### src/clws_pkg.sv
// ----------------------------------------------------------------------------
// clws_pkg: shared types, codes and microprogram for the LCD write sequencer
// Holds the request codes, the control word layout and the read-only program.
// ----------------------------------------------------------------------------
`default_nettype none

package clws_pkg;

  // Default width of the number that the decimal print request converts
  localparam int NUMBER_WIDTH_DEF = 32;

  // Fixed field widths of the request and transfer channels
  localparam int OP_W     = 3;
  localparam int BYTE_W   = 8;
  localparam int ROW_W    = 2;
  localparam int COL_W    = 6;
  localparam int NUM_IN_W = 32;
  localparam int IN_DATA_W = 48;  // byte, row, column, number; whole bytes
  localparam int OUT_USER_W = 2;  // register_select, position_error

  // Configuration port
  localparam int CFG_AW = 2;
  localparam int CFG_DW = 32;
  localparam logic [CFG_AW-1:0] ADDR_MODE = 2'd0;

  // Request codes
  typedef enum logic [OP_W-1:0] {
    OP_INIT = 3'd0,
    OP_CMD  = 3'd1,
    OP_DATA = 3'd2,
    OP_POS  = 3'd3,
    OP_NUM  = 3'd4
  } op_t;

  // Step address
  localparam int PC_W = 4;
  typedef logic [PC_W-1:0] pc_t;

  localparam pc_t PC_INIT      = 4'd0;
  localparam pc_t PC_INIT4_A   = 4'd1;
  localparam pc_t PC_INIT4_B   = 4'd2;
  localparam pc_t PC_INIT4_C   = 4'd3;
  localparam pc_t PC_INIT8_A   = 4'd4;
  localparam pc_t PC_INIT8_B   = 4'd5;
  localparam pc_t PC_INIT8_C   = 4'd6;
  localparam pc_t PC_INIT_DISP = 4'd7;
  localparam pc_t PC_INIT_CLR  = 4'd8;
  localparam pc_t PC_CMD       = 4'd9;
  localparam pc_t PC_DATA      = 4'd10;
  localparam pc_t PC_POS       = 4'd11;
  localparam pc_t PC_NUM       = 4'd12;
  localparam pc_t PC_SKIP      = 4'd13;
  localparam pc_t PC_DIGIT     = 4'd14;

  // LCD command bytes and nibbles
  localparam logic [7:0] LCD_FUNC8    = 8'b0011_1100;
  localparam logic [7:0] LCD_DISP_CUR = 8'b0000_1110;
  localparam logic [7:0] LCD_DISP_ON  = 8'b0000_1100;
  localparam logic [7:0] LCD_CLEAR    = 8'b0000_0001;
  localparam logic [7:0] LCD_NIB_FUNC = 8'b0000_0010;
  localparam logic [7:0] LCD_NIB_LINE = 8'b0000_1100;
  localparam logic [7:0] LCD_SET_ADDR = 8'd128;
  localparam logic [3:0] ASCII_DIGIT_HI = 4'h3;  // upper nibble of '0'

  // Transfer kind of a step
  typedef enum logic [1:0] {
    K_NOP,
    K_NIB,
    K_BYTE
  } kind_t;

  // Byte source
  typedef enum logic [1:0] {
    S_CONST,
    S_BYTE,
    S_POS,
    S_DIGIT
  } src_t;

  // Datapath action at step completion
  typedef enum logic [1:0] {
    A_NONE,
    A_CONV,
    A_SKIP,
    A_NEXT
  } act_t;

  // Jump condition
  typedef enum logic [2:0] {
    C_NONE,
    C_ALWAYS,
    C_EIGHT,
    C_CONV,
    C_LEADZERO,
    C_MORE
  } cond_t;

  // End-of-request condition
  typedef enum logic [1:0] {
    E_NONE,
    E_ALWAYS,
    E_LASTDIG
  } fin_t;

  typedef struct packed {
    kind_t      kind;
    src_t       src;
    logic       rs;
    logic [7:0] cval;
    act_t       act;
    cond_t      cond;
    fin_t       fin;
    pc_t        target;
  } cw_t;

  function automatic cw_t mk_cw(input kind_t kind, input src_t src, input logic rs,
                                input logic [7:0] cval, input act_t act,
                                input cond_t cond, input fin_t fin, input pc_t target);
    cw_t w;
    w.kind   = kind;
    w.src    = src;
    w.rs     = rs;
    w.cval   = cval;
    w.act    = act;
    w.cond   = cond;
    w.fin    = fin;
    w.target = target;
    return w;
  endfunction

  // Microprogram
  function automatic cw_t cw_rom(input pc_t pc);
    cw_t w;
    case (pc)
      PC_INIT:      w = mk_cw(K_NOP,  S_CONST, 1'b0, 8'h00, A_NONE, C_EIGHT,
                              E_NONE, PC_INIT8_A);
      PC_INIT4_A:   w = mk_cw(K_NIB,  S_CONST, 1'b0, LCD_NIB_FUNC, A_NONE, C_NONE,
                              E_NONE, PC_INIT);
      PC_INIT4_B:   w = mk_cw(K_NIB,  S_CONST, 1'b0, LCD_NIB_FUNC, A_NONE, C_NONE,
                              E_NONE, PC_INIT);
      PC_INIT4_C:   w = mk_cw(K_NIB,  S_CONST, 1'b0, LCD_NIB_LINE, A_NONE, C_ALWAYS,
                              E_NONE, PC_INIT_DISP);
      PC_INIT8_A:   w = mk_cw(K_BYTE, S_CONST, 1'b0, LCD_FUNC8, A_NONE, C_NONE,
                              E_NONE, PC_INIT);
      PC_INIT8_B:   w = mk_cw(K_BYTE, S_CONST, 1'b0, LCD_DISP_CUR, A_NONE, C_NONE,
                              E_NONE, PC_INIT);
      PC_INIT8_C:   w = mk_cw(K_BYTE, S_CONST, 1'b0, LCD_CLEAR, A_NONE, C_NONE,
                              E_NONE, PC_INIT);
      PC_INIT_DISP: w = mk_cw(K_BYTE, S_CONST, 1'b0, LCD_DISP_ON, A_NONE, C_NONE,
                              E_NONE, PC_INIT);
      PC_INIT_CLR:  w = mk_cw(K_BYTE, S_CONST, 1'b0, LCD_CLEAR, A_NONE, C_NONE,
                              E_ALWAYS, PC_INIT);
      PC_CMD:       w = mk_cw(K_BYTE, S_BYTE, 1'b0, 8'h00, A_NONE, C_NONE,
                              E_ALWAYS, PC_INIT);
      PC_DATA:      w = mk_cw(K_BYTE, S_BYTE, 1'b1, 8'h00, A_NONE, C_NONE,
                              E_ALWAYS, PC_INIT);
      PC_POS:       w = mk_cw(K_BYTE, S_POS, 1'b0, 8'h00, A_NONE, C_NONE,
                              E_ALWAYS, PC_INIT);
      PC_NUM:       w = mk_cw(K_NOP,  S_CONST, 1'b0, 8'h00, A_CONV, C_CONV,
                              E_NONE, PC_NUM);
      PC_SKIP:      w = mk_cw(K_NOP,  S_CONST, 1'b0, 8'h00, A_SKIP, C_LEADZERO,
                              E_NONE, PC_SKIP);
      PC_DIGIT:     w = mk_cw(K_BYTE, S_DIGIT, 1'b1, 8'h00, A_NEXT, C_MORE,
                              E_LASTDIG, PC_DIGIT);
      default:      w = mk_cw(K_NOP,  S_CONST, 1'b0, 8'h00, A_NONE, C_NONE,
                              E_ALWAYS, PC_INIT);
    endcase
    return w;
  endfunction

  // Decimal digits needed for the largest value of a given bit width
  function automatic int dec_digits(input int w);
    logic [63:0] v;
    int n;
    v = (w >= 64) ? '1 : ((64'd1 << w) - 64'd1);
    n = 0;
    do begin
      n++;
      v = v / 64'd10;
    end while (v != 64'd0);
    return n;
  endfunction

endpackage

`default_nettype wire

### src/char_lcd_write_sequencer.sv
// ----------------------------------------------------------------------------
// char_lcd_write_sequencer: request to character LCD bus transfer sequencer
// Runs a small microprogram per request and emits one transaction per strobe.
// ----------------------------------------------------------------------------
// A request is taken only while no earlier request is still being sequenced;
// the last transfer may still wait in the output register. Transfers wait
// while the output side is not ready. Command, data and set position send
// one byte, split into two nibbles on a four-bit bus; init has one dispatch
// step plus five transfers (eight-bit) or seven (four-bit). Write number
// first converts the value with a shift-and-add-3 binary to BCD converter,
// one bit per step, then drops the leading zero digits, keeping at least
// one, and sends the remaining digits as ASCII data. A new request is
// accepted at the earliest in the cycle after the final step; output stalls
// can delay that step. Codes 5 to 7 are taken and produce nothing. There is
// no clearing pass after reset.
// ----------------------------------------------------------------------------
`default_nettype none

module char_lcd_write_sequencer
  import clws_pkg::*;
#(
  parameter int NUMBER_WIDTH = NUMBER_WIDTH_DEF
) (
  input  wire logic                  clk,
  input  wire logic                  rst_n,
  // Request channel
  input  wire logic                  in_tvalid,
  output logic                       in_tready,
  input  wire logic [IN_DATA_W-1:0]  in_tdata,   // byte_value, row, column, number
  input  wire logic [OP_W-1:0]       in_tuser,   // operation
  // Transfer channel
  output logic                       out_tvalid,
  input  wire logic                  out_tready,
  output logic [BYTE_W-1:0]          out_tdata,  // bus_value
  output logic [OUT_USER_W-1:0]      out_tuser,  // register_select, position_error
  output logic                       out_tlast,
  // Configuration port
  input  wire logic                  cfg_psel,
  input  wire logic                  cfg_penable,
  input  wire logic                  cfg_pwrite,
  input  wire logic [CFG_AW-1:0]     cfg_paddr,
  input  wire logic [CFG_DW-1:0]     cfg_pwdata,
  output logic [CFG_DW-1:0]          cfg_prdata,
  output logic                       cfg_pready
);

  localparam int NDIG   = dec_digits(NUMBER_WIDTH);
  localparam int BCD_W  = 4 * NDIG;
  localparam int CCNT_W = $clog2(NUMBER_WIDTH + 1);
  localparam int DCNT_W = $clog2(NDIG + 1);

  // Registers
  logic                    busy_r, busy_nxt;
  pc_t                     pc_r, pc_nxt;
  logic                    nib_r, nib_nxt;
  logic                    four_bit_r, four_bit_nxt;
  logic [BYTE_W-1:0]       byte_r, byte_nxt;
  logic [ROW_W-1:0]        row_r, row_nxt;
  logic [COL_W-1:0]        col_r, col_nxt;
  logic [NUMBER_WIDTH-1:0] bin_r, bin_nxt;
  logic [BCD_W-1:0]        bcd_r, bcd_nxt;
  logic [CCNT_W-1:0]       ccnt_r, ccnt_nxt;
  logic [DCNT_W-1:0]       dcnt_r, dcnt_nxt;
  logic                    out_valid_r, out_valid_nxt;
  logic                    out_rs_r, out_rs_nxt;
  logic [BYTE_W-1:0]       out_bus_r, out_bus_nxt;
  logic                    out_err_r, out_err_nxt;
  logic                    out_last_r, out_last_nxt;

  // Decode
  cw_t               cw;
  logic              slot_free;
  logic [3:0]        top_dig;
  logic [BYTE_W-1:0] src_byte;
  logic              cond_true;
  logic              hi_phase;
  logic              emitting;
  logic              step_done;
  logic              is_end;
  logic              in_acc;
  logic              cfg_wr;
  logic [BCD_W-1:0]  bcd_adj;

  assign cw        = cw_rom(pc_r);
  assign slot_free = !out_valid_r || out_tready;
  assign top_dig   = bcd_r[BCD_W-1 -: 4];
  assign in_acc    = in_tvalid && in_tready;
  assign cfg_wr    = cfg_psel && cfg_penable && cfg_pwrite && cfg_pready;

  // Select the byte the current step sends
  always_comb begin
    case (cw.src)
      S_CONST: src_byte = cw.cval;
      S_BYTE:  src_byte = byte_r;
      S_POS:   src_byte = row_r[1] ? LCD_SET_ADDR : {1'b1, row_r[0], col_r};
      S_DIGIT: src_byte = {ASCII_DIGIT_HI, top_dig};
      default: src_byte = cw.cval;
    endcase
  end

  // Evaluate the jump condition
  always_comb begin
    case (cw.cond)
      C_NONE:     cond_true = 1'b0;
      C_ALWAYS:   cond_true = 1'b1;
      C_EIGHT:    cond_true = !four_bit_r;
      C_CONV:     cond_true = ccnt_r > CCNT_W'(1);
      C_LEADZERO: cond_true = (top_dig == 4'd0) && (dcnt_r > DCNT_W'(1));
      C_MORE:     cond_true = dcnt_r > DCNT_W'(1);
      default:    cond_true = 1'b0;
    endcase
  end

  // End of request and step completion
  always_comb begin
    case (cw.fin)
      E_NONE:    is_end = 1'b0;
      E_ALWAYS:  is_end = 1'b1;
      E_LASTDIG: is_end = dcnt_r == DCNT_W'(1);
      default:   is_end = 1'b1;
    endcase
    hi_phase  = (cw.kind == K_BYTE) && four_bit_r && !nib_r;
    emitting  = busy_r && (cw.kind != K_NOP) && slot_free;
    step_done = busy_r && ((cw.kind == K_NOP) || (slot_free && !hi_phase));
  end

  // Add 3 to every BCD digit of five or more before the shift
  always_comb begin
    for (int i = 0; i < NDIG; i++) begin
      bcd_adj[4*i +: 4] = (bcd_r[4*i +: 4] >= 4'd5) ? (bcd_r[4*i +: 4] + 4'd3)
                                                    : bcd_r[4*i +: 4];
    end
  end

  // Next state of sequencer and datapath
  always_comb begin
    busy_nxt      = busy_r;
    pc_nxt        = pc_r;
    nib_nxt       = nib_r;
    four_bit_nxt  = four_bit_r;
    byte_nxt      = byte_r;
    row_nxt       = row_r;
    col_nxt       = col_r;
    bin_nxt       = bin_r;
    bcd_nxt       = bcd_r;
    ccnt_nxt      = ccnt_r;
    dcnt_nxt      = dcnt_r;
    out_valid_nxt = out_valid_r;
    out_rs_nxt    = out_rs_r;
    out_bus_nxt   = out_bus_r;
    out_err_nxt   = out_err_r;
    out_last_nxt  = out_last_r;

    // Drop the transfer once taken
    if (out_tready) begin
      out_valid_nxt = 1'b0;
    end

    // Load a transfer into the output register
    if (emitting) begin
      out_valid_nxt = 1'b1;
      out_rs_nxt    = cw.rs;
      out_err_nxt   = (cw.src == S_POS) && row_r[1];
      out_last_nxt  = is_end && !hi_phase;
      if (cw.kind == K_NIB) begin
        out_bus_nxt = {4'h0, cw.cval[3:0]};
      end else if (four_bit_r) begin
        out_bus_nxt = nib_r ? {4'h0, src_byte[3:0]} : {4'h0, src_byte[7:4]};
        nib_nxt     = !nib_r;
      end else begin
        out_bus_nxt = src_byte;
      end
    end

    // Advance, jump or finish
    if (step_done) begin
      if (is_end) begin
        busy_nxt = 1'b0;
      end else if (cond_true) begin
        pc_nxt = cw.target;
      end else begin
        pc_nxt = pc_r + pc_t'(1);
      end
      case (cw.act)
        A_CONV: begin
          bcd_nxt  = {bcd_adj[BCD_W-2:0], bin_r[NUMBER_WIDTH-1]};
          bin_nxt  = {bin_r[NUMBER_WIDTH-2:0], 1'b0};
          ccnt_nxt = ccnt_r - CCNT_W'(1);
        end
        A_SKIP: begin
          if (cond_true) begin
            bcd_nxt  = {bcd_r[BCD_W-5:0], 4'h0};
            dcnt_nxt = dcnt_r - DCNT_W'(1);
          end
        end
        A_NEXT: begin
          bcd_nxt  = {bcd_r[BCD_W-5:0], 4'h0};
          dcnt_nxt = dcnt_r - DCNT_W'(1);
        end
        default: begin
        end
      endcase
    end

    // Capture a new request
    if (in_acc) begin
      byte_nxt = in_tdata[7:0];
      row_nxt  = in_tdata[9:8];
      col_nxt  = in_tdata[15:10];
      bin_nxt  = NUMBER_WIDTH'(in_tdata[47:16]);
      bcd_nxt  = '0;
      ccnt_nxt = CCNT_W'(NUMBER_WIDTH);
      dcnt_nxt = DCNT_W'(NDIG);
      nib_nxt  = 1'b0;
      busy_nxt = 1'b1;
      case (op_t'(in_tuser))
        OP_INIT: pc_nxt = PC_INIT;
        OP_CMD:  pc_nxt = PC_CMD;
        OP_DATA: pc_nxt = PC_DATA;
        OP_POS:  pc_nxt = PC_POS;
        OP_NUM:  pc_nxt = PC_NUM;
        default: busy_nxt = 1'b0;
      endcase
    end

    // Register write
    if (cfg_wr) begin
      four_bit_nxt = cfg_pwdata[0];
    end
  end

  // Control state
  always_ff @(posedge clk) begin
    if (!rst_n) begin
      busy_r      <= 1'b0;
      pc_r        <= PC_INIT;
      nib_r       <= 1'b0;
      four_bit_r  <= 1'b1;
      out_valid_r <= 1'b0;
    end else begin
      busy_r      <= busy_nxt;
      pc_r        <= pc_nxt;
      nib_r       <= nib_nxt;
      four_bit_r  <= four_bit_nxt;
      out_valid_r <= out_valid_nxt;
    end
  end

  // Payload
  always_ff @(posedge clk) begin
    byte_r     <= byte_nxt;
    row_r      <= row_nxt;
    col_r      <= col_nxt;
    bin_r      <= bin_nxt;
    bcd_r      <= bcd_nxt;
    ccnt_r     <= ccnt_nxt;
    dcnt_r     <= dcnt_nxt;
    out_rs_r   <= out_rs_nxt;
    out_bus_r  <= out_bus_nxt;
    out_err_r  <= out_err_nxt;
    out_last_r <= out_last_nxt;
  end

  // Ports
  assign in_tready  = !busy_r;
  assign out_tvalid = out_valid_r;
  assign out_tdata  = out_bus_r;
  assign out_tuser  = {out_err_r, out_rs_r};
  assign out_tlast  = out_last_r;
  assign cfg_pready = 1'b1;
  assign cfg_prdata = (cfg_paddr == ADDR_MODE) ? {{(CFG_DW-1){1'b0}}, four_bit_r}
                                               : '0;

endmodule

`default_nettype wire

### config.mk
export PLATFORM = sky130hd
export DESIGN_NAME = char_lcd_write_sequencer
export DESIGN_NICKNAME = d
export VERILOG_FILES = /design/src/clws_pkg.sv /design/src/char_lcd_write_sequencer.sv
export SDC_FILE = /design/constraint.sdc
export NUM_CORES = 1
export LEC_CHECK = 0
export ABC_AREA = 1
export BUFFER_PORTS_ARGS = -buffer_cell sky130_fd_sc_hd__buf_2
export CAP_MARGIN = 25
export CORE_ASPECT_RATIO = 1.4
export CORE_MARGIN = 5
export CORE_UTILIZATION = 25
export CTS_CLUSTER_SIZE = 25
export DETAILED_ROUTE_END_ITERATION = 12
export PLACE_DENSITY = 0.51
export REMOVE_ABC_BUFFERS = 1
export SYNTH_ARGS = -nofsm -noshare
export SYNTH_HDL_FRONTEND = slang
export SYNTH_SLANG_ARGS = --single-unit
### constraint.sdc
create_clock -name clk -period 2.4 [get_ports clk]
set_input_delay 0.36 -clock clk [delete_from_list [all_inputs] [get_ports clk]]
set_output_delay 0.36 -clock clk [all_outputs]
set_load 0.02 [all_outputs]
### Word-level counts from Yosys, hierarchy flattened

Memories as Yosys holds them, arrays and structs flattened. A register that Yosys moved wholly into a read port is not among the register bits.
Cells that the tools add are included.

| word-level totals | value |
|---|---|
| output and inout bits | 46 |
| word-level logic and storage cells | 142 |
| bits in read-only memories | 352 |
| bits in registers | 117 |
| memories kept | 1 |

| cells by class | value |
|---|---|
| add/subtract/negate cells | 13 |
| equal/unequal tests | 20 |
| reductions and logical operators | 40 |
| magnitude comparators | 12 |
| mux-type cells | 37 |
| bitwise operators | 2 |

Memories:

| name | words | width | read ports | clocked after Yosys merged registers in | write ports | RTL line | RTL |
|---|---|---|---|---|---|---|---|
| (no name shown) | 16 | 22 | 1 | 1 | 0 | clws_pkg.sv:134 | `case (pc)` |

Operator list:

| kind | count |
|---|---|
| one-hot mux 40 bit (3 select lines) | 1 |
| 2-to-1 mux 32 bit | 3 |
| 2-to-1 mux 4 bit | 17 |
| >= comparator 4 x 3 -> 1 bit (second input constant) | 10 |
| 2-to-1 mux 40 bit | 1 |
| adder 4 x 2 -> 4 bit (second input constant) | 9 |
| one-hot mux 8 bit (4 select lines) | 1 |
| one-hot mux 4 bit (5 select lines) | 1 |
| == test 2 bit (second input constant) | 6 |
| == test 3 x 2 -> 1 bit (second input constant) | 4 |
| logical AND 1 bit | 12 |
| nonzero test 2 bit | 6 |
| == test 3 bit (second input constant) | 3 |
| AND reduction 3 bit | 3 |
| logical NOT 2 bit | 4 |
| 2-to-1 mux 8 bit | 1 |
| one-hot mux 4 bit (2 select lines) | 1 |
| 2-to-1 mux 1 bit | 7 |
| 2-to-1 mux 7 bit | 1 |
| == test 2 x 1 -> 1 bit (second input constant) | 3 |
| == test 3 x 1 -> 1 bit (second input constant) | 2 |
| greater-than comparator 6 x 1 -> 1 bit (second input constant) | 1 |
| AND reduction 2 bit | 3 |
| subtractor 6 x 1 -> 6 bit (second input constant) | 1 |
| other kinds (17) | 23 |

### Depth between registers and ports, before layout

Gate-level depths: netlist of the first run.

| depth | value |
|---|---|
| word-level depth | 11 |
| mapped depth | 19 |
| mapped depth without buffers | 19 |

### Worst setup path after synthesis of the first run

OpenSTA, ideal clock, no wires.

| path | value |
|---|---|
| path type | flip-flop to flip-flop |
| from | register out_valid_r (netlist: out_tvalid) |
| to | register bin_r[0] (enable) |
| path slack | 0.264 ns |
| data required time | 2.011 ns |
| clock period less this slack | 2.136 ns |
| arrival time | 1.746 ns |
| stages on the path, launching flop included | 8 |
| setup time | 0.389 ns |
| cells stage by stage | dfxtp_1 inv_1 nor2_1 a21oi_2 nand2_1 nor3_4 inv_1 nand2_1 |

| on the way | value |
|---|---|
| longest elaborated chain between the ends | 7 |

RTL lines:

| element | RTL line | RTL |
|---|---|---|
| from (decl) | char_lcd_write_sequencer.sv:64 | `logic out_valid_r, out_valid_nxt;` |
| from (signal assigned) | char_lcd_write_sequencer.sv:245 | `out_valid_r <= out_valid_nxt;` |
| logical NOT 1 bit | char_lcd_write_sequencer.sv:85 | `assign slot_free = !out_valid_r \|\| out_tready;` |
| logical OR 1 bit | char_lcd_write_sequencer.sv:85 |  |
| logical AND 1 bit | char_lcd_write_sequencer.sv:124 | `step_done = busy_r && ((cw.kind == K_NOP) \|\| (slot_free && !hi_phase));` |
| logical OR 1 bit | char_lcd_write_sequencer.sv:124 |  |
| logical AND 1 bit | char_lcd_write_sequencer.sv:124 |  |
| nonzero test 2 bit (no line) | - |  |
| AND reduction 2 bit (no line) | - |  |
| to (signal assigned) | char_lcd_write_sequencer.sv:254 | `bin_r <= bin_nxt;` |
| to (decl) | char_lcd_write_sequencer.sv:60 | `logic [NUMBER_WIDTH-1:0] bin_r, bin_nxt;` |

No other way between the ends.
A chain may end at the register's enable or synchronous reset.

### Worst setup path after layout of the first run

| path | value |
|---|---|
| from | register bcd_r[36] |
| to | register cw[21] (netlist name) |

| on the way | value |
|---|---|
| longest elaborated chain between the ends | 9 |

RTL lines:

| element | RTL line | RTL |
|---|---|---|
| from (decl) | char_lcd_write_sequencer.sv:61 | `logic [BCD_W-1:0] bcd_r, bcd_nxt;` |
| from (signal assigned) | char_lcd_write_sequencer.sv:255 | `bcd_r <= bcd_nxt;` |
| logical NOT 4 bit * | char_lcd_write_sequencer.sv:108 | `C_LEADZERO: cond_true = (top_dig == 4'd0) && (dcnt_r > DCNT_W'(1));` |
| logical AND 1 bit * | char_lcd_write_sequencer.sv:108 |  |
| one-hot mux 1 bit (5 select lines) * | char_lcd_write_sequencer.sv:103 | `case (cw.cond)` |
| 2-to-1 mux 4 bit * | char_lcd_write_sequencer.sv:179 | `end else if (cond_true) begin` |
| 2-to-1 mux 4 bit * | char_lcd_write_sequencer.sv:177 | `if (is_end) begin` |
| 2-to-1 mux 4 bit * | char_lcd_write_sequencer.sv:176 | `if (step_done) begin` |
| one-hot mux 4 bit (5 select lines) | char_lcd_write_sequencer.sv:216 | `case (op_t'(in_tuser))` |
| 2-to-1 mux 4 bit * | char_lcd_write_sequencer.sv:206 | `if (in_acc) begin` |
| 2-to-1 mux 4 bit (no line) * | - |  |

Every way passes the cells marked *; elsewhere a longest branch is shown, timed or not.

==> metrics, run 1 <==
FFs w/ async S/R, synth=0%; slowest cell on the critical path=dfxtp_1; clk buf depth=2; clock power share=roughly 44%; worst reg2reg endpoint=cw[21]$_SDFF_PN0_; startpoint types=register; share of the synthesized area in the top cell type=~25%; DIE HEIGHT=approximately 210 microns; Cell Int Power=between 0.004 and 0.005 W; Mapped Area=~0.007 sq mm; CTS root buf=clkbuf_16; Yosys warnings=0; Peak Freq=~460 MHz; Tmin final=2190 ps; Tot Pwr=about 0.006 W; Final ANT Viol Nets=0; WS Path Type=reg2reg; Final HPWL DP=about 12,000 microns; power density cells=696 mW/mm^2; count of final hold-check violations=0; worst path arrival time=2560 ps; CP bufs+invs=4; reg2reg setup slack=~210 ps; Setup violations, final=0; fillers=3,058; GPL Wtd Cong=roughly 0.78; Top FF cell, synth=dfxtp_1; Net Switching=around 0.0015 W; die width=approximately 150 microns; commonest non-fill, non-tap cell in the layout=nand2_1; area grow syn2layout=18.4%; reg2reg start=bcd_r[36]$_SDFFE_PP0P_; WP depth=18; Syn Inst Count=882; crit path cell chain=inv_1 -> ha_1 -> nand2_1 -> inv_1 -> nand2_1 -> nand2_1 -> nand2_1 -> nand2_2 -> nand3_1 -> nand3_1 -> nand2_1 -> nand2_2 -> inv_2 -> ha_1 -> inv_1 -> nor2_2 -> nand2_2 -> nand2_1; outcome=finished, final reports clean; Comb pwr share=roughly 11%; first-pass GRT wire length=~27,000 microns; synth unique cells=39; global route overflow=0; R2R cell count=18; crit path to=cw[21]$_SDFF_PN0_; drt first pass iters=4; leakage power=roughly 3.6 nW; # DRC=0; register area share after synthesis=46.4%; worst slew pin tran=~900 ps; Rel. slew slack=41.7%; CTS tree=done; antenna violations before repair=0; Avg Vias per Cell=about 4.3; Die Area=between 0.03 and 0.04 sq mm; largest net degree at the start of global routing=73; CP max FO=5; vias in the first global route=roughly 5,800; number of I/O port buffers=74; Num Clock Sinks=approximately 140; clock skew=~12 ps; Critical Path Sink Type=register; TritonCTS buffer count=17; nets=between 1,000 and 1,500; max incr delay on CP=370 ps; CP Data Required Time=around 2800 ps; Clk pin slew, worst setup/hold paths=60 ps; deepest level of the CTS H-tree=4; hold depth=1; critical path startpoint=bcd_r[36]$_SDFFE_PP0P_; Max Cap Viol=0; syn avg cell area=between 8 and 9 sq um; most frequent cells in the layout=204 x nand2_1, 95 x inv_1, 76 x o21ai_0, 76 x dfxtp_1, 74 x buf_2; switch share=approximately a quarter; largest cells by area after synthesis=edfxtp_1 25%, dfxtp_1 22%, nand2_1 11%, o21ai_0 5.3%, ha_1 5.3%; Reg power frac=around 45%; DRT Wirelength=between 15,000 and 20,000 microns; most frequent CP cell=nand2_1; fraction of layout cells with a size suffix above 1=between 10% and 20%; Wirelength per Cell=roughly 12 microns; initial detailed-routing violation count=roughly 360; Synth Register Bits=~140; fin. max-slew vios=0; Worst-Skew Late Latency=430 ps; # IOs=~140; Hold Slack=102 ps; Total GRT Usage=a little over a tenth; Post-synth EDFFs=59; initial core utilization=25.2%; n_diodes=0; largest area contributor in the netlist=edfxtp_1; Rows=73; total number of vias=around 5,700; maximum vdd drop=456 uV; Final period util=91.3%; CP top delay family=simple AND/OR/NAND/NOR gates; Final Util=29.9%; worst min path class=in2reg; core area=~0.028 sq mm
[worst reg2reg max path: cells and delay by family, from the launching register on]
| family | cells | cell delay [ps] |
|---|---|---|
| simple gates | 12 | 1080 |
| flops | 1 | 370 |
| fa+ha+maj | 2 | 360 |
| buf+inv | 4 | 310 |
[kinds of logic (layout without fill, tap and decap cells)]
| family | count (synthesis) | count (layout) | share of synthesized area [%] |
|---|---|---|---|
| buffers and inverters | 170 | 225 | 11.3 |
| adders and majority gates | 30 | 30 | 5.25 |
| AOI/OAI and AO/OA | 197 | 197 | 15.8 |
| other | 2 | 32 | 0.105 |
| xor gates and xnor gates | 12 | 12 | 1.47 |
| DFF | 136 | 136 | 46.4 |
| and+or+nand+nor | 335 | 335 | 19.6 |
[routing by layer]
metal / part of all wire [%] / wire, microns / GRT usage, %
met5: 0 / 0 / 0
met4: 2.6 / 419 / 5.20
met3: 2.3 / 382 / 2.05
met2: 54 / 8860 / 19.4
met1: 41 / 6740 / 11.2
[synth_stat cells, drive strengths merged (18+ instances only)]
library cell    n
nand2         216
nor2           62
edfxtp         59
o21ai          81
buf            47
a21oi          64
clkbuf         18
dfxtp          77
inv           105
nand3          43
ha             30
a211oi         31
[per-stage QoR]
step                      cell area [sq um]  setup WS [ps]  setup TNS, ps  std cells
final                                  8460            208              0       1342
after global routing                   8460          -16.5          -26.4       1342
after CTS                              8400           59.8              0       1341
after detailed placement               7810           90.5              0       1309
after global placement                 7790            115              0       1308
after floorplan                        6840           -610         -19170        847
[worst min-delay path by stage]
stage	start	endpoint	slack, ps
after floorplan	cw[19]$_SDFF_PN0_	out_rs_r$_DFFE_PP_	390
after global placement	cw[19]$_SDFF_PN0_	out_rs_r$_DFFE_PP_	390
after detailed placement	cw[19]$_SDFF_PN0_	out_rs_r$_DFFE_PP_	390
after CTS	in_tdata[14]	col_r[4]$_DFFE_PP_	80
after global routing	in_tdata[14]	col_r[4]$_DFFE_PP_	80
final	in_tdata[14]	col_r[4]$_DFFE_PP_	100
[area by class of cell]
cell class	instances	area (sq um)	share of cell area, %
clock buffers	18	439	5.19
clock inverters	14	150	1.77
inverters	105	394	4.66
multi-input cells	606	3190	37.7
flip-flops and latches	136	3310	39.2
well taps	375	469	5.54
repair buffers	88	504	5.96
[state kept, by name, summed over array words and instances (netlist names)]
name / count
bcd_r: 40
bin_r: 32
busy_r: 1
byte_r: 8
ccnt_r: 6
col_r: 6
cw: 19
dcnt_r: 4
four_bit_r: 1
nib_r: 1
out_err_r: 1
out_rs_r: 1
out_tdata: 8
out_tlast: 1
out_tvalid: 1
pc_r: 4
row_r: 2
[power by group through the flow]
stage               clock network, W  registers, W  logic (W)
floorplan                          0       0.00268   0.000400
global placement                   0       0.00268   0.000623
detailed placement                 0       0.00268   0.000633
CTS                          0.00268       0.00263   0.000635
global route                 0.00277       0.00264   0.000738
finish                       0.00261       0.00263   0.000647
[repair_timing]
action | in CTS | in global routing
resized for setup | 0 | 16
buffers inserted | 0 | 1
setup endpoints to repair | 0 | 25
hold buffers | 0 | 0
(Power assumes the default switching activity.)
==> run 2, diff against run 1 <==
--- a/config.mk
+++ b/config.mk
@@ -8,12 +8,15 @@
 export ABC_AREA = 1
 export BUFFER_PORTS_ARGS = -buffer_cell sky130_fd_sc_hd__buf_2
 export CAP_MARGIN = 25
+export CELL_PAD_IN_SITES_DETAIL_PLACEMENT = 0
+export CELL_PAD_IN_SITES_GLOBAL_PLACEMENT = 1
 export CORE_ASPECT_RATIO = 1.4
 export CORE_MARGIN = 5
 export CORE_UTILIZATION = 25
 export CTS_CLUSTER_SIZE = 25
 export DETAILED_ROUTE_END_ITERATION = 12
-export PLACE_DENSITY = 0.51
+export PLACE_DENSITY = 0.62
+export RECOVER_POWER = 25
 export REMOVE_ABC_BUFFERS = 1
 export SYNTH_ARGS = -nofsm -noshare
 export SYNTH_HDL_FRONTEND = slang
==> run 2 against run 1 <==
  * Wire length is 1.8% higher
  * Global-route usage hardly changed
  * Count of clock-buffer cells in the layout is 8 higher
  * Highest routed layer unchanged
  * Non-clock buffer count is 2 higher
  * Clock skew is 6.8 ps lower
  * First-iteration DRC count is 48% lower
==> metrics, run 2 (same netlist as run 1, synthesis figures left out) <==
outcome=finished, final reports clean; Rows=73; maximum vdd drop=between 400 and 500 uV; DP Cell Count=between 1,000 and 1,500; CTS tree=done; vias in the first global route=about 5,500; Clk pin slew, worst setup/hold paths=approximately 60 ps; drt first pass iters=4; hold depth=1; most frequent cells in the layout=206 x nand2_1, 99 x inv_1, 76 x o21ai_0, 76 x dfxtp_1, 62 x a21oi_1; Total GRT Usage=about a tenth; CP Data Required Time=between 2000 and 3000 ps; Die Area=roughly 0.032 sq mm; die width=between 150 and 200 microns; clock skew=about 5.6 ps; startpoint types=register; Peak Freq=roughly 470 MHz; fin. max-slew vios=0; initial core utilization=around a quarter; worst path arrival time=approximately 2500 ps; CTS root buf=clkbuf_16; RSZ-0062 raised after global routing=no; Final ANT Viol Nets=0; TritonCTS buffer count=17; # IOs=~140; area grow syn2layout=16.6%; WS Path Type=reg2reg; first-pass GRT wire length=about 27,000 microns; Final Util=around 30%; deepest level of the CTS H-tree=4; count of final hold-check violations=0; Final HPWL DP=roughly 12,000 microns; Setup violations, final=0; Tmin final=between 2000 and 2500 ps; Biggest register=bcd_r; Max Cap Viol=0; GPL Wtd Cong=around 0.77; Critical Path Sink Type=register; initial detailed-routing violation count=185; fraction of layout cells with a size suffix above 1=around 13%; Final period util=89.5%; # hold bufs at CTS=0; Avg Vias per Cell=about 4.3; Worst-Skew Late Latency=around 420 ps; core area=around 0.028 sq mm; R2R cell count=17; fillers=roughly 3,100; worst slew pin tran=slightly above 900 ps; Wirelength per Cell=12.4 microns; clk buf depth=2; nets=between 1,000 and 1,500; Num Clock Sinks=~140; number of I/O port buffers=74; DIE HEIGHT=~210 microns; global route overflow=0; max reg flops=40; total number of vias=5,738; CP max FO=5; Rel. slew slack=just under 40%; commonest non-fill, non-tap cell in the layout=nand2_1; post-route insts no fill=about 1,300; DRT Wirelength=about 17,000 microns; Resized cells post-CTS=0; leakage power=~3.5 nW; worst min path class=in2reg; antenna violations before repair=1; Setup Buffers After CTS=0; # DRC=0; power density cells=about 680 mW/mm^2; largest net degree at the start of global routing=73
run 2: changes by cell type in the layout (fill, tap and decap cells not counted), sizes merged, moves of 2 or more:
cell / previous run / this run
buf: 88 / 71
inv: 107 / 105
clkinvlp: 6 / 0
clkbuf: 18 / 45
run 2: layout make-up:
class	count	area, sq um	share of cell area, %
repair buffers	90	480	5.77
clock inverters	6	51.3	0.616
well taps	375	469	5.63
inverters	105	394	4.73
multi-input cells	606	3150	37.8
clock buffers	26	469	5.63
flip-flops and latches	136	3310	39.8
diodes	1	2.50	0.0300
run 2: final timing paths:
kind	end	slack, ps	start
worst max-delay path	cw[2]$_DFF_P_	250	ccnt_r[0]$_SDFFE_PP0P_
worst min-delay path	byte_r[2]$_DFFE_PP_	120	in_tdata[2]
worst max register to register	cw[2]$_DFF_P_	250	ccnt_r[0]$_SDFFE_PP0P_
worst min register to register	out_rs_r$_DFFE_PP_	420	cw[19]$_SDFF_PN0_
run 2: power by group:
group          switching [W]  internal (W)  total (W)  leakage, nW
Clock               0.000943       0.00144    0.00238        0.253
Combinational       0.000431      0.000196   0.000627         2.05
Sequential         0.0000529       0.00258    0.00263         1.19
Total                0.00143       0.00421    0.00564         3.50
run 2: through the flow:
stage	setup slack, ps	hold WS, ps	setup TNS, ps	power [W]	instance area (sq um)
after global routing	25.3	96.6	0	0.00591	8330
after floorplan	-610	386	-19170	0.00308	6840
after global placement	140	392	0	0.00332	7820
final	252	116	0	0.00564	8330
after CTS	99.1	90.0	0	0.00575	8340
after detailed placement	115	410	0	0.00332	7820
run 2: critical path, stage by stage (launching register included):
cell and delay (ps):
dfxtp_2 320, inv_1 110, ha_1 200, nor2_1 60, nor2_1 100, nand2_1 70, nand2_1 70, nand2_2 80
nand2_2 100, nand2_1 60, nand3_1 70, nand2_1 50, nand2_1 80, nand2_2 100, ha_1 340, inv_1 110
nand3_1 100, nand2_1 80
run 2: metal layers:
layer	vias to the layer above	share of wire [%]	track usage [%]
met5	-	0	0
met4	0	2.3	4.61
met3	22	2.5	2.12
met2	78	53	19.3
met1	2630	43	11.3
li1	3008	-	-
==> run 3, diff against run 2 <==
--- a/config.mk
+++ b/config.mk
@@ -12,10 +12,10 @@
 export CELL_PAD_IN_SITES_GLOBAL_PLACEMENT = 1
 export CORE_ASPECT_RATIO = 1.4
 export CORE_MARGIN = 5
-export CORE_UTILIZATION = 25
+export CORE_UTILIZATION = 41
 export CTS_CLUSTER_SIZE = 25
 export DETAILED_ROUTE_END_ITERATION = 12
-export PLACE_DENSITY = 0.62
+export PLACE_DENSITY = 0.89
 export RECOVER_POWER = 25
 export REMOVE_ABC_BUFFERS = 1
 export SYNTH_ARGS = -nofsm -noshare
==> run 3 against run 2 <==
  * Utilization grew 18 points
  * Worst setup slack lost 90 ps
  * Highest routed layer unchanged
  * First-iteration DRC count grew 26%
  * Sequential power is essentially flat
  * Design area shrank 1.2%
  * Critical path depth shrank 4
  * Sequential share of layout area grew 0.48 points
  * Wire length shrank 9.9%
  * Non-clock buffer count shrank 5
  * Count of clock-buffer cells in the layout shrank 8
  * Largest power group is now clock
==> metrics, run 3 (same netlist as run 1, synthesis figures left out) <==
Final HPWL DP=around 10,000 microns; DRT Wirelength=15,100 microns; power density cells=around 730 mW/mm^2; clock skew=9.01 ps; Tmin final=2240 ps; deepest level of the CTS H-tree=4; number of I/O port buffers=74; startpoint types=register; fillers=~1,800; Cell Int Power=~0.0046 W; # hold bufs at CTS=0; slowest cell on the critical path=dfxtp_1; Critical Path Sink Type=register; Max Cap Viol=0; FF+latch area=between 0.003 and 0.004 sq mm; worst min path class=in2reg; reg2reg setup slack=approximately 160 ps; Rows=57; commonest non-fill, non-tap cell in the layout=nand2_1; maximum vdd drop=approximately 440 uV; Final period util=slightly above 90%; Peak Freq=roughly 450 MHz; Worst-Skew Late Latency=just over 400 ps; n_diodes=0; Multi-input gate area=around 0.0031 sq mm; Clk pin slew, worst setup/hold paths=around 60 ps; clk buf depth=2; R2R cell count=13; vias in the first global route=roughly 5,500; most frequent cells in the layout=206 x nand2_1, 98 x inv_1, 76 x o21ai_0, 76 x dfxtp_1, 62 x a21oi_1; Setup TNS=0 ps; initial core utilization=about two fifths; worst path arrival time=~2500 ps; worst reg2reg endpoint=cw[4]$_SDFF_PN0_; nets=between 1,000 and 1,500; most frequent CP cell=inv_1; CP Data Required Time=between 2000 and 3000 ps; TritonCTS buffer count=17; worst slew pin tran=around 1200 ps; total number of vias=approximately 5,700; max incr delay on CP=320 ps; Avg Vias per Cell=about 4.8; Post-DP Area=0.00761 sq mm; CP max FO=5; WS Path Type=reg2reg; reg2reg start=dcnt_r[1]$_SDFFE_PP1P_; max reg flops=40; fraction of layout cells with a size suffix above 1=approximately 13%; crit path cell chain=inv_1 -> ha_1 -> a31oi_1 -> nand3_1 -> inv_2 -> nand3_1 -> nand2_1 -> nand2_1 -> nand2_2 -> inv_1 -> ha_1 -> o21ai_1 -> inv_1; Wirelength per Cell=roughly 13 microns; Final ANT Viol Nets=0; Num Clock Sinks=between 100 and 150; CTS root buf=clkbuf_16; critical path startpoint=dcnt_r[1]$_SDFFE_PP1P_; Die Area=between 0.02 and 0.025 sq mm; core area=between 0.015 and 0.02 sq mm; CTS tree=done; leakage power=between 3 and 4 nW; Biggest register=bcd_r; # IOs=~140; GPL Wtd Cong=just over 0.8; drt first pass iters=4; first-pass GRT wire length=~25,000 microns; initial detailed-routing violation count=233; crit path to=cw[4]$_SDFF_PN0_; # DRC=0; switch share=a little under a quarter; hold depth=1; Final Cell Area=~0.0082 sq mm; global route overflow=0; die width=122 microns; antenna violations before repair=0; Net Switching=0.00144 W; outcome=finished, final reports clean; Setup violations, final=0; Rel. slew slack=18.6%; largest net degree at the start of global routing=between 70 and 80; count of final hold-check violations=0; DIE HEIGHT=166 microns; Total GRT Usage=between 10% and 20%; fin. max-slew vios=0; area grow syn2layout=15.2%; clock power share=a little under half; Comb pwr share=10.2%; Reg power frac=between 40 and 50%
==> run 3: changes by cell type in the layout (fill, tap and decap cells not counted), moves of 2 or more <==
cell / change
clkbuf_1: -6
bufinv_16: +4
buf_4: -7
clkinvlp_4: +2
==> run 3: through the flow <==
| stage | total power (W) | utilization (%) | cells | hold slack [ps] | setup WS, ps |
|---|---|---|---|---|---|
| final | 0.00604 | 47.7 | 1200 | 127 | 162 |
| after global routing | 0.00629 | 47.7 | 1200 | 102 | -17.0 |
| after CTS | 0.00610 | 47.7 | 1199 | 111 | 83.9 |
| after detailed placement | 0.00329 | 44.1 | 1167 | 395 | 106 |
| after floorplan | 0.00308 | - | 847 | 386 | -610 |
| after global placement | 0.00328 | 44.1 | 1167 | 388 | 127 |
==> run 3: how the worst min path moves through the flow <==
| stage | from | endpoint | slack [ps] |
|---|---|---|---|
| 2_1_floorplan | cw[19]$_SDFF_PN0_ | out_rs_r$_DFFE_PP_ | 390 |
| 6_report | in_tdata[15] | col_r[5]$_DFFE_PP_ | 130 |
| 3_3_place_gp | cw[19]$_SDFF_PN0_ | out_rs_r$_DFFE_PP_ | 390 |
| 5_1_grt | in_tdata[15] | col_r[5]$_DFFE_PP_ | 100 |
| 4_1_cts | in_tdata[15] | col_r[5]$_DFFE_PP_ | 110 |
| 3_5_place_dp | cw[19]$_SDFF_PN0_ | out_rs_r$_DFFE_PP_ | 390 |
==> run 3: power groups by stage <==
stage          clock network (W)  logic, W  registers, W
3_5_place_dp                   0  0.000612       0.00268
3_3_place_gp                   0  0.000604       0.00267
5_1_grt                  0.00296  0.000693       0.00264
4_1_cts                  0.00285  0.000617       0.00263
2_1_floorplan                  0  0.000400       0.00268
6_report                 0.00280  0.000615       0.00263
==> run 3: final cells by class <==
cell class,count,share of cell area [%]
clock inverters,14,2.48
clock buffers,18,5.21
multi-input cells,606,38.2
inverters,105,4.79
well taps,236,3.59
repair buffers,85,5.46
flip-flops and latches,136,40.3
==> run 3: timing repair <==
| item | CTS | global route |
|---|---|---|
| setup buffers | 0 | 0 |
| endpoints found under the setup margin | 0 | 15 |
| resized for setup | 0 | 7 |
==> run 3: worst max-delay path, delay by kind of cell (launching register included) <==
family	cells	cell delay (ps)
adder cells (fa/ha/maj)	2	440
flip-flops	1	320
buffers and inverters	4	340
AO/OA/AOI/OAI	2	430
AND/OR/NAND/NOR	5	580
==> run 3: per-layer routing <==
| metal | global-route usage (%) | vias to the layer above | wire length [microns] |
|---|---|---|---|
| met1 | 17.1 | 2654 | 6360 |
| met5 | 0 | - | 0 |
| met4 | 5.12 | 0 | 267 |
| li1 | - | 2991 | - |
| met2 | 27.5 | 57 | 8120 |
| met3 | 2.56 | 19 | 296 |
